### config.mk
export PLATFORM = sky130hd
export DESIGN_NAME = varint_zigzag_decoder
export DESIGN_NICKNAME = d
export VERILOG_FILES = /design/src/rtl/core/vzd_pkg.sv /design/src/rtl/core/vzd_front.sv /design/src/rtl/core/vzd_queue.sv /design/src/rtl/core/vzd_back.sv /design/src/rtl/core/varint_zigzag_decoder.sv
export SDC_FILE = /design/constraint.sdc
export NUM_CORES = 1
export LEC_CHECK = 0
export BUFFER_PORTS_ARGS = -buffer_cell sky130_fd_sc_hd__buf_4
export CAP_MARGIN = 0
export CELL_PAD_IN_SITES_DETAIL_PLACEMENT = 2
export CELL_PAD_IN_SITES_GLOBAL_PLACEMENT = 2
export CORE_ASPECT_RATIO = 1.2
export CORE_MARGIN = 2
export CORE_UTILIZATION = 38
export CTS_CLUSTER_SIZE = 12
export DETAILED_ROUTE_END_ITERATION = 12
export PLACE_DENSITY_LB_ADDON = 0.1
export SLEW_MARGIN = 15
export SYNTH_ARGS = -nofsm -noshare
export SYNTH_HDL_FRONTEND = slang
export SYNTH_SLANG_ARGS = --single-unit
### constraint.sdc
create_clock -name clk -period 13.6 [get_ports clk]
set_input_delay 3.4 -clock clk [delete_from_list [all_inputs] [get_ports clk]]
set_output_delay 3.4 -clock clk [all_outputs]
set_load 0.02 [all_outputs]
### src/rtl/core/vzd_pkg.sv
// Package with shared constants and types for the varint zigzag decoder.
package vzd_pkg;

  localparam int VALUE_WIDTH = 64;
  localparam int MAX_BYTES   = (VALUE_WIDTH + 6) / 7;
  localparam int COUNT_W     = $clog2(MAX_BYTES + 1);
  localparam int QUEUE_DEPTH = 2;
  localparam int QPTR_W      = $clog2(QUEUE_DEPTH);
  localparam int QCNT_W      = $clog2(QUEUE_DEPTH + 1);
  localparam int ADDR_W      = 3;

  localparam logic [ADDR_W-1:0] REG_SIGNED_MODE = ADDR_W'(0);

  localparam logic [1:0] STATUS_OK        = 2'd0;
  localparam logic [1:0] STATUS_OVERLONG  = 2'd1;
  localparam logic [1:0] STATUS_TRUNCATED = 2'd2;

  localparam logic [1:0] KIND_CONT     = 2'd0;
  localparam logic [1:0] KIND_END      = 2'd1;
  localparam logic [1:0] KIND_OVERLONG = 2'd2;
  localparam logic [1:0] KIND_TRUNC    = 2'd3;

  typedef struct packed {
    logic [7:0] data_byte;
    logic       buffer_end;
  } in_item_t;

  typedef struct packed {
    logic [63:0] value;
    logic [1:0]  status;
    logic [3:0]  bytes_used;
  } out_item_t;

  typedef struct packed {
    logic [6:0]         payload;
    logic [COUNT_W-1:0] index;
    logic [1:0]         kind;
  } q_entry_t;

endpackage

### src/rtl/core/vzd_front.sv
// Front end that accepts bytes, counts them per value and classifies each one.
module vzd_front
  import vzd_pkg::*;
(
  input  logic     clk,
  input  logic     rst,
  input  logic     in_valid,
  output logic     in_ready,
  input  in_item_t in_data,
  output logic     push,
  input  logic     q_full,
  output q_entry_t push_entry
);

  logic [COUNT_W-1:0] count;
  logic [COUNT_W-1:0] count_inc;
  logic [1:0]         kind;

  assign in_ready  = !q_full;
  assign push      = in_valid && in_ready;
  assign count_inc = count + COUNT_W'(1);

  always_comb begin
    priority if (!in_data.data_byte[7]) begin
      kind = KIND_END;
    end else if (count_inc == COUNT_W'(MAX_BYTES)) begin
      kind = KIND_OVERLONG;
    end else if (in_data.buffer_end) begin
      kind = KIND_TRUNC;
    end else begin
      kind = KIND_CONT;
    end
  end

  assign push_entry.payload = in_data.data_byte[6:0];
  assign push_entry.index   = count;
  assign push_entry.kind    = kind;

  always_ff @(posedge clk) begin
    if (rst) begin
      count <= '0;
    end else if (push) begin
      count <= (kind == KIND_CONT) ? count_inc : '0;
    end
  end

endmodule

### src/rtl/core/vzd_queue.sv
// Short queue of classified bytes between the front end and the back end.
module vzd_queue
  import vzd_pkg::*;
(
  input  logic     clk,
  input  logic     rst,
  input  logic     push,
  input  q_entry_t push_entry,
  output logic     full,
  input  logic     pop,
  output logic     not_empty,
  output q_entry_t head
);

  q_entry_t          mem [QUEUE_DEPTH];
  logic [QPTR_W-1:0] wptr;
  logic [QPTR_W-1:0] rptr;
  logic [QCNT_W-1:0] fill;

  assign full      = (fill == QCNT_W'(QUEUE_DEPTH));
  assign not_empty = (fill != '0);
  assign head      = mem[rptr];

  always_ff @(posedge clk) begin
    if (push) begin
      mem[wptr] <= push_entry;
    end
  end

  always_ff @(posedge clk) begin
    if (rst) begin
      wptr <= '0;
      rptr <= '0;
      fill <= '0;
    end else begin
      if (push) begin
        wptr <= (wptr == QPTR_W'(QUEUE_DEPTH - 1)) ? '0 : wptr + QPTR_W'(1);
      end
      if (pop) begin
        rptr <= (rptr == QPTR_W'(QUEUE_DEPTH - 1)) ? '0 : rptr + QPTR_W'(1);
      end
      fill <= fill + QCNT_W'(push) - QCNT_W'(pop);
    end
  end

endmodule

### src/rtl/core/vzd_back.sv
// Back end that gathers payload groups and drives the registered result.
module vzd_back
  import vzd_pkg::*;
(
  input  logic      clk,
  input  logic      rst,
  input  logic      signed_mode,
  input  logic      not_empty,
  input  q_entry_t  head,
  output logic      pop,
  output logic      out_valid,
  input  logic      out_ready,
  output out_item_t out_data
);

  logic [VALUE_WIDTH-1:0] acc;
  logic [VALUE_WIDTH-1:0] acc_next;
  logic [VALUE_WIDTH-1:0] zz;
  logic [VALUE_WIDTH-1:0] result;
  logic [6:0]             shift;
  logic                   slot_free;
  out_item_t              res_next;

  assign slot_free = !out_valid || out_ready;
  assign pop       = not_empty && ((head.kind == KIND_CONT) || slot_free);
  assign shift     = 7'(head.index) * 7'd7;
  assign acc_next  = acc | VALUE_WIDTH'({{(VALUE_WIDTH - 7){1'b0}}, head.payload} << shift);
  assign zz        = (acc_next >> 1) ^ {VALUE_WIDTH{acc_next[0]}};
  assign result    = signed_mode ? zz : acc_next;

  always_comb begin
    res_next.value      = '0;
    res_next.bytes_used = 4'(head.index) + 4'd1;
    unique case (head.kind)
      KIND_END: begin
        res_next.value  = 64'(result);
        res_next.status = STATUS_OK;
      end
      KIND_OVERLONG: begin
        res_next.status = STATUS_OVERLONG;
      end
      KIND_TRUNC: begin
        res_next.status = STATUS_TRUNCATED;
      end
      default: begin
        res_next.status = STATUS_OK;
      end
    endcase
  end

  always_ff @(posedge clk) begin
    if (rst) begin
      acc       <= '0;
      out_valid <= 1'b0;
    end else begin
      if (pop) begin
        acc <= (head.kind == KIND_CONT) ? acc_next : '0;
      end
      if (pop && (head.kind != KIND_CONT)) begin
        out_valid <= 1'b1;
      end else if (out_ready) begin
        out_valid <= 1'b0;
      end
    end
  end

  always_ff @(posedge clk) begin
    if (pop && (head.kind != KIND_CONT)) begin
      out_data <= res_next;
    end
  end

endmodule

### src/rtl/core/varint_zigzag_decoder.sv
// Top level of the LEB128 varint decoder with optional zigzag decoding.
// The decoder takes one encoded byte per cycle while the queue has room: a front end counts
// and classifies each byte, a two-entry queue carries it to a back end that shifts the
// payload into the accumulator and loads the output register. A result goes through the queue
// and then the output register, held back while an earlier result waits, and input keeps
// flowing while a result waits on out_ready until the queue fills. Register signed_mode lies
// at byte address 0 of the configuration port and is sampled when a value ends.
module varint_zigzag_decoder
  import vzd_pkg::*;
(
  input  logic              clk,
  input  logic              rst,
  input  logic              in_valid,
  output logic              in_ready,
  input  in_item_t          in_data,
  output logic              out_valid,
  input  logic              out_ready,
  output out_item_t         out_data,
  input  logic              psel,
  input  logic              penable,
  input  logic              pwrite,
  input  logic [ADDR_W-1:0] paddr,
  input  logic [31:0]       pwdata,
  output logic [31:0]       prdata,
  output logic              pready
);

  logic     signed_mode;
  logic     push;
  logic     q_full;
  logic     pop;
  logic     not_empty;
  q_entry_t push_entry;
  q_entry_t head;

  assign pready = 1'b1;
  assign prdata = (paddr == REG_SIGNED_MODE) ? {31'b0, signed_mode} : 32'b0;

  always_ff @(posedge clk) begin
    if (rst) begin
      signed_mode <= 1'b0;
    end else if (psel && penable && pwrite && pready && (paddr == REG_SIGNED_MODE)) begin
      signed_mode <= pwdata[0];
    end
  end

  vzd_front u_front (
    .clk        (clk),
    .rst        (rst),
    .in_valid   (in_valid),
    .in_ready   (in_ready),
    .in_data    (in_data),
    .push       (push),
    .q_full     (q_full),
    .push_entry (push_entry)
  );

  vzd_queue u_queue (
    .clk        (clk),
    .rst        (rst),
    .push       (push),
    .push_entry (push_entry),
    .full       (q_full),
    .pop        (pop),
    .not_empty  (not_empty),
    .head       (head)
  );

  vzd_back u_back (
    .clk         (clk),
    .rst         (rst),
    .signed_mode (signed_mode),
    .not_empty   (not_empty),
    .head        (head),
    .pop         (pop),
    .out_valid   (out_valid),
    .out_ready   (out_ready),
    .out_data    (out_data)
  );

endmodule

Word level (Yosys, flattened, before mapping). Memory sizes are Yosys's and may differ from the RTL's. A register that Yosys moved wholly into a read port is not among the register bits. Index checks and enable logic that the tools add are counted.

Bits in writable memories: 26. Output and inout bits: 105. Register bits: 144. Word-level logic and storage cells: 58. Memories kept: 1. Bits of input ports: 51.

Bitwise operators: 2. $mul: 1. Multiplexer cells: 16. Reduce and logical (&&, ||, !) cells: 16. Add/subtract/negate cells: 6. Equal/unequal tests: 5. Shift operators: 1.

Memory list: u_queue.mem (depth 2, bits a word 13, read ports 1, clocked after memory_dff 1, write ports 1, line vzd_queue.sv:15) `q_entry_t mem [QUEUE_DEPTH];`.

Operators by type and width (count): 2-to-1 mux 64 bit (2); bitwise OR 64 bit (1); left shift 7 x 7 -> 64 bit (1); XOR 63 x 64 -> 64 bit (1); 2-to-1 mux 1 bit (9); adder 4 x 1 -> 4 bit (second input constant) (2); multiplier 4 x 3 -> 7 bit (second input constant) (1); equality test 2 bit (second input constant) (3); logical AND 1 bit (6); 2-to-1 mux 2 bit (3); nonzero test 2 bit (3); equality test 4 bit (second input constant) (1); zero test 2 bit (2); 2-to-1 mux 4 bit (1); case mux 2 bit (2 select lines) (1); zero test 3 bit (1); adder 1 bit (second input constant) (2); adder 2 x 1 -> 2 bit (1); equality test 2 x 1 -> 1 bit (second input constant) (1); zero test 1 bit (2); logical OR 1 bit (2); subtractor 2 x 1 -> 2 bit (1).

Logic depth before layout (Yosys ltp). Gate-level depths: netlist of run 1.

Depth in word-level cells: 6. Depth in mapped cells: 11. Mapped depth without buffers: 9.

By module. From an unflattened synthesis of run 1, not the netlist that was laid out.

Cell total of the unflattened synthesis: 713. Area, all modules: 7890.1 um^2.

By module, submodules not included: vzd_back (instances 1, area each 6047.0 um^2, seq. area each 3403.3 um^2, cells an instance 569); vzd_queue (instances 1, area each 1194.9 um^2, seq. area each 880.8 um^2, cells an instance 61); vzd_front (instances 1, area each 334.1 um^2, seq. area each 80.1 um^2, cells an instance 42); varint_zigzag_decoder (instances 1, area each 314.1 um^2, seq. area each 20.0 um^2, cells an instance 41).

Worst setup path before layout of run 1. Ideal clock, no wire load.

Path kind: input to register. From: input out_ready. To: register u_back.acc[7]. Arrival: 9.654 ns. Required time: 13.471 ns. Slack: 3.817 ns. Path buffers: 2. Cell stages on the path: 6. Library setup time: 0.129 ns. Path through: nor2b_1 nor3b_1 or2_2 buf_2 buf_2 nor3_1.

Word-level cells in the longest chain between the ends: 3.

Ends and longest elaborated chain: start: declaration (line varint_zigzag_decoder.sv:17) `input logic out_ready,`; logical OR 1 bit (line vzd_back.sv:24) `assign slot_free = !out_valid || out_ready;`; logical OR 1 bit (line vzd_back.sv:25) `assign pop = not_empty && ((head.kind == KIND_CONT) || slot_free);`; logical AND 1 bit (line vzd_back.sv:25); end signal: assignment (line vzd_back.sv:57) `acc <= (head.kind == KIND_CONT) ? acc_next : '0;`; end: declaration (line vzd_back.sv:16) `logic [VALUE_WIDTH-1:0] acc;`.

No other way between the ends. A chain may end at the register's enable or synchronous reset.

Worst setup path after layout of run 1.
From: input paddr[1]. To: output prdata[0].

Word-level cells in the longest chain between the ends: 2.

Ends and longest elaborated chain: start: declaration (line varint_zigzag_decoder.sv:22) `input logic [ADDR_W-1:0] paddr,`; zero test 3 bit (line varint_zigzag_decoder.sv:37) `assign prdata = (paddr == REG_SIGNED_MODE) ? {31'b0, signed_mode} : 32'b0;`; 2-to-1 mux 1 bit (line varint_zigzag_decoder.sv:37); end: declaration (line varint_zigzag_decoder.sv:24) `output logic [31:0] prdata,`.

No other way between the ends.

==> results of run 1 <==
path summary, 6_finish.rpt:
kind                                                  start                                end  slack, ns  depth (start not counted)
worst max-delay path                               paddr[1]                          prdata[0]       6.18                          4
worst min-delay path            u_back.acc[61]$_SDFFE_PP0P_        u_back.acc[61]$_SDFFE_PP0P_       0.50                          2
worst max register to register                    flip-flop  u_back.out_data[12]$_SDFFCE_PP0P_      10.16                          6
worst min register to register  u_back.acc[61]$_SDFFE_PP0P_        u_back.acc[61]$_SDFFE_PP0P_       0.50                          2
power groups by stage:
stage	registers (mW)	logic, mW	clock network, mW
2_1_floorplan	0.840	0.412	0
3_3_place_gp	0.727	0.729	0
3_5_place_dp	0.737	0.761	0
4_1_cts	0.728	0.766	0.521
5_1_grt	0.738	0.822	0.541
6_report	0.725	0.757	0.515
critical path, delay by kind of cell:
kind                   cells  cell delay (ns)
and+or+nand+nor            2             0.37
buffers and inverters      2             0.25
per-layer routing:
layer / track usage / routed length (µm) / up-vias / share of wire
li1: - / - / 2638 / -
met1: 0.259 / 9560 / 2800 / 0.43
met2: 0.382 / 11600 / 105 / 0.52
met3: 0.0362 / 568 / 22 / 0.026
met4: 0.0658 / 386 / 0 / 0.017
met5: 0 / 0 / - / 0
flip-flops by register name, summed over array words and instances, names as in the netlist, named ones only:
signal / count
signed_mode: 1
u_back.acc: 64
u_back.out_data: 70
u_back.out_valid: 1
u_front.count: 4
u_queue.fill: 2
u_queue.mem: 26
u_queue.rptr: 1
u_queue.wptr: 1
placed cells by master, fill, tap and decap left out, types with 3 or more instances in the layout:
| cell | count |
|---|---|
| ha_1 | 5 |
| a31oi_1 | 13 |
| o22ai_1 | 56 |
| mux2i_1 | 4 |
| bufinv_16 | 3 |
| buf_4 | 98 |
| a22oi_1 | 3 |
| a22o_1 | 7 |
| clkbuf_16 | 17 |
| nand2_1 | 16 |
| or2_2 | 4 |
| dfxtp_1 | 75 |
| xnor2_1 | 67 |
| inv_1 | 8 |
| edfxtp_1 | 96 |
| a21o_1 | 6 |
| a21oi_1 | 60 |
| nand3b_1 | 4 |
| o21ai_0 | 3 |
| inv_6 | 3 |
| nand3_1 | 3 |
| and2_1 | 4 |
| nor3_1 | 70 |
| nand2b_1 | 3 |
| mux2_2 | 9 |
| conb_1 | 32 |
| nor2_1 | 75 |
kinds of logic after synthesis:
logic type / after synthesis / share of synthesized area
buf+inv: 82 / 0.0655
other cells: 2 / 0.000979
xor+xnor: 68 / 0.0776
simple gates: 198 / 0.124
compound gates: 162 / 0.134
flops: 171 / 0.571
fa+ha+maj: 5 / 0.00815
mux: 13 / 0.0184
stage by stage:
step | cell area [µm²] | worst slack [ns] | power, mW | util | cells
global placement | 8420 | 6.21 | 1.46 | 0.428 | 1017
floorplan | 7790 | 3.82 | 1.25 | - | 731
global route | 9040 | 6.12 | 2.10 | 0.459 | 1049
finish | 9040 | 6.18 | 2.00 | 0.459 | 1049
CTS | 9040 | 6.17 | 2.02 | 0.459 | 1049
detailed placement | 8420 | 6.18 | 1.50 | 0.428 | 1017
cells in the mapped netlist, types with 2 or more instances:
master,count
a211o_1,2
nor3b_1,2
or2_2,5
xnor2_1,67
nand3_1,3
nor3_1,70
buf_4,34
nand2_1,16
nor2_1,76
inv_1,8
a21o_1,6
edfxtp_1,96
ha_1,5
conb_1,2
o22ai_1,56
a41oi_1,2
buf_2,18
or3b_2,2
nand2b_1,4
a21oi_1,61
nor2b_1,2
mux2i_1,4
a22oi_1,3
o21ai_0,3
buf_6,6
and2_1,4
a22o_1,7
dfxtp_1,75
or3_1,2
clkbuf_1,15
a31oi_1,13
nand3b_1,4
mux2_2,9
cell type report:
type                            instances  share of cell area
Sequential cell                       171               0.485
Multi-Input combinational cell        478               0.326
Timing Repair Buffer                   98              0.0814
Clock buffer                           20              0.0505
Tap cell                              261              0.0361
Clock inverter                         12              0.0178
Inverter                                9             0.00374
==> flow_summary.yaml, run 1 <==
synth:
  synthArstFlopShare: 0
  synth_cells: 701
  synth_area_leaders: "edfxtp_1 38%, dfxtp_1 20%, xnor2_1 7.6%"
  ys_ff_latch: 171
  avgSynthCellArea_um2: 10.9
  synth_top_area_frac: 0.376
  synth_cell_types: 52
  syn_area_mm2: 0.00767
  yosysWarnings: 0
  synth-main-ff-cell: "edfxtp_1"
  synth-edff-count: 96
  synth_seq_area_share: 0.571
  yosys.area.top_type: "edfxtp_1"
setup_path:
  worst-path-max-fanout: 2
  cpPeakStageDelay_ns: 0.21
  crit_path_end_kind: "output pin"
  critPathArrivalTime_ns: 4.02
  cp_slowest_cell: "nor3_1"
  worst-setup-path-type: "in2out"
  start_kind: "input port"
  cp_data_required_time_ns: 10.20
  cp_common_cell: "buf_4"
  crit_chain: "buf_4 -> nor3_1 -> and2_1 -> buf_4"
routing:
  route.antenna.remaining_nets: 0
  vias: 5565
  drt_pass1_iterations: 4
  vias_per_cell: 5.31
  initialDrtViolationCount: 329
  routed_wl_um: 22100
  avgRoutedWirePerCell_um: 21.0
  drc: 0
clocking:
  cts_buffers: 17
  clock_sinks: 171
  clock_path_buffers: 2
  clk-insertion-delay-late_ns: 0.42
  cts.reportedPaths.clkPinSlew_ns: 0.07
  cts_hold_buf: 0
  cts_htree_levels: 4
  post_cts_buffers: 0
  cts_resized: 0
  cts_tree: "built"
  cts_root_buffer: "clkbuf_16"
finish:
  diodes: 0
  fillerInstances: 2012
  multi_input_area_mm2: 0.00294
  syn_to_final_growth_pct: 17.8
  finalNetCount: 831
  seqCellArea_mm2: 0.00438
  drive_gt1_frac: 0.198
placement:
  place_congestion: 0.769
  port_buffers: 92
  hpwl_um: 14500
global_route:
  grt_pass1_wl_um: 35100
  grt_pass1_vias: 6164
  grt_use_total: 0.213
  grt-ovfl-total: 0
  antenna_found_initial: 0
  grt_max_degree: 72
sta:
  max_slew.worst_pin.slew_ns: 0.972
  relSlewSlack: 0.333
  hold_viol: 0
  timing.final.crit_period_ns: 7.42
  skew_ns: 0.00744
  finalSetupViolCount: 0
  grt_setup_unrepaired: "false"
  holdWs_ns: 0.499
  slew_violations: 0
  fin_crit_sh: 0.545
  tns_ns: 0
  fmax_ghz: 0.135
power_and_ir_drop:
  p_leak_nw: 3.21
  internal_power_mw: 1.23
  switching_power_mw: 0.764
  pwr-share-seq: 0.363
  vdd_drop_max_mv: 0.132
  p_sw_frac: 0.383
  comb_power_share: 0.379
  cellPowerDensity_mw_per_mm2: 221
  clockPowerShare: 0.258
floorplanning:
  chipHeight_um: 160
  die_area_mm2: 0.0214
  row_count: 56
  die_w_um: 134
  core_area_mm2: 0.0197
  io_pins: 156
  floorplan.initialDensity: 0.390
run_status:
  outcome: "finished, final reports clean"
min_path:
  min_path_type: "reg2reg"
flow_run:
  max_cap_viol_count: 0
Power figures use the tool's default switching activity.
==> inputs of run 2 (changes only) <==
CORE_UTILIZATION = 32   (was 38)
clock period = 6.1 ns   (was 13.6 ns; I/O delays follow)
==> flow_summary.yaml, run 2 (synthesis gave the netlist of run 1 again) <==
finish:
  syn_to_final_growth_pct: 18.6
  final_common_cell: "buf_4"
  top_regs: "u_back.out_data x70, u_back.acc x64, u_queue.mem x26"
  diodes: 0
  top_register: "u_back.out_data"
  finalNetCount: 834
  largest_reg_flops: 70
  final_cell_mix: "101 x buf_4, 96 x edfxtp_1, 75 x nor2_1, 75 x dfxtp_1, 70 x nor3_1"
  drive_gt1_frac: 0.198
  fillerInstances: 2582
clocking:
  clock_sinks: 171
  cts_hold_buf: 0
  cts_buffers: 17
  clk-insertion-delay-late_ns: 0.44
  cts_tree: "built"
  cts.reportedPaths.clkPinSlew_ns: 0.06
  clock_path_buffers: 2
  cts_htree_levels: 4
  cts_root_buffer: "clkbuf_16"
  cts_resized: 0
  post_cts_buffers: 0
setup_path:
  worst-path-max-fanout: 2
  start_kind: "input port"
  reg2reg_setup_slack_ns: 3.20
  critPathArrivalTime_ns: 2.16
  worst_r2r_path_depth: 5
  crit_path_end_kind: "output pin"
  crit_start: "paddr[1]"
  rr_endpoint: "u_back.out_data[11]$_SDFFCE_PP0P_"
  cp_data_required_time_ns: 4.58
  worst-setup-path-type: "in2out"
  endpoint: "prdata[0]"
sta:
  timing.final.crit_period_ns: 3.69
  slew_violations: 0
  tns_ns: 0
  finalSetupViolCount: 0
  relSlewSlack: 0.335
  hold_viol: 0
  grt_setup_unrepaired: "false"
  fin_crit_sh: 0.605
  skew_ns: 0.0122
  fmax_ghz: 0.271
  max_slew.worst_pin.slew_ns: 0.994
routing:
  avgRoutedWirePerCell_um: 19.9
  routed_wl_um: 22100
  drc: 0
  vias: 5618
  initialDrtViolationCount: 202
  route.antenna.remaining_nets: 0
  vias_per_cell: 5.06
  drt_pass1_iterations: 4
min_path:
  min_path_type: "reg2reg"
floorplanning:
  row_count: 62
  io_pins: 156
  floorplan.initialDensity: 0.323
  die_area_mm2: 0.0252
  core_area_mm2: 0.0237
  die_w_um: 145
  chipHeight_um: 174
global_route:
  grt_pass1_vias: 6195
  grt_use_total: 0.179
  grt-ovfl-total: 0
  grt_pass1_wl_um: 35400
  grt_max_degree: 72
  antenna_found_initial: 0
run_status:
  outcome: "finished, final reports clean"
placement:
  hpwl_um: 14900
  place_congestion: 0.725
  port_buffers: 92
power_and_ir_drop:
  cellPowerDensity_mw_per_mm2: 482
  p_leak_nw: 3.20
  vdd_drop_max_mv: 0.204
  p_total_mw: 4.39
flow_run:
  max_cap_viol_count: 0
## run 2: critical path, cell delays in order
cell,delay (ns)
buf_4,0.11
nor3_1,0.22
and2_1,0.17
buf_4,0.14
## run 2: worst min path at each step
| stage | endpoint | depth (start not counted) | slack, ns | from |
|---|---|---|---|---|
| after floorplan | u_back.acc[1]$_SDFFE_PP0P_ | 2 | 0.47 | u_back.acc[1]$_SDFFE_PP0P_ |
| after global placement | u_back.acc[37]$_SDFFE_PP0P_ | 2 | 0.47 | u_back.acc[37]$_SDFFE_PP0P_ |
| after detailed placement | u_back.acc[42]$_SDFFE_PP0P_ | 2 | 0.49 | u_back.acc[42]$_SDFFE_PP0P_ |
| after CTS | u_back.acc[11]$_SDFFE_PP0P_ | 2 | 0.50 | u_back.acc[11]$_SDFFE_PP0P_ |
| after global routing | u_back.acc[42]$_SDFFE_PP0P_ | 2 | 0.52 | u_back.acc[42]$_SDFFE_PP0P_ |
| final | u_back.acc[11]$_SDFFE_PP0P_ | 2 | 0.50 | u_back.acc[11]$_SDFFE_PP0P_ |
## run 2: layout make-up
cell class / count / area, µm² / share of cell area
clock buffer: 19 / 433 / 0.0476
tap: 320 / 400 / 0.0440
multi-input combinational: 478 / 2950 / 0.324
inverter: 9 / 33.8 / 0.00371
timing repair buffer: 101 / 758 / 0.0833
sequential: 171 / 4380 / 0.482
clock inverter: 13 / 144 / 0.0158
## run 2: metrics by stage
stage,area [µm²],utilization,hold slack (ns),instances,setup WS (ns)
2_1_floorplan,7790,-,0.468,731,0.797
3_3_place_gp,8520,0.359,0.475,1079,2.45
3_5_place_dp,8520,0.359,0.487,1079,2.42
4_1_cts,9100,0.383,0.502,1111,2.40
5_1_grt,9100,0.384,0.516,1111,2.34
6_report,9100,0.384,0.499,1111,2.41
## run 2: power by group
group / total, mW / switching [mW] / internal, mW
clock: 1.09 / 0.479 / 0.607
combinational: 1.69 / 1.13 / 0.561
sequential: 1.61 / 0.0898 / 1.52
## run 2: metal layers
metal,share of wire,GRT usage,vias to the layer above
met2,0.52,0.322,88
li1,-,-,2642
met5,0,0,-
met3,0.026,0.0318,20
met1,0.43,0.218,2868
met4,0.017,0.0543,0
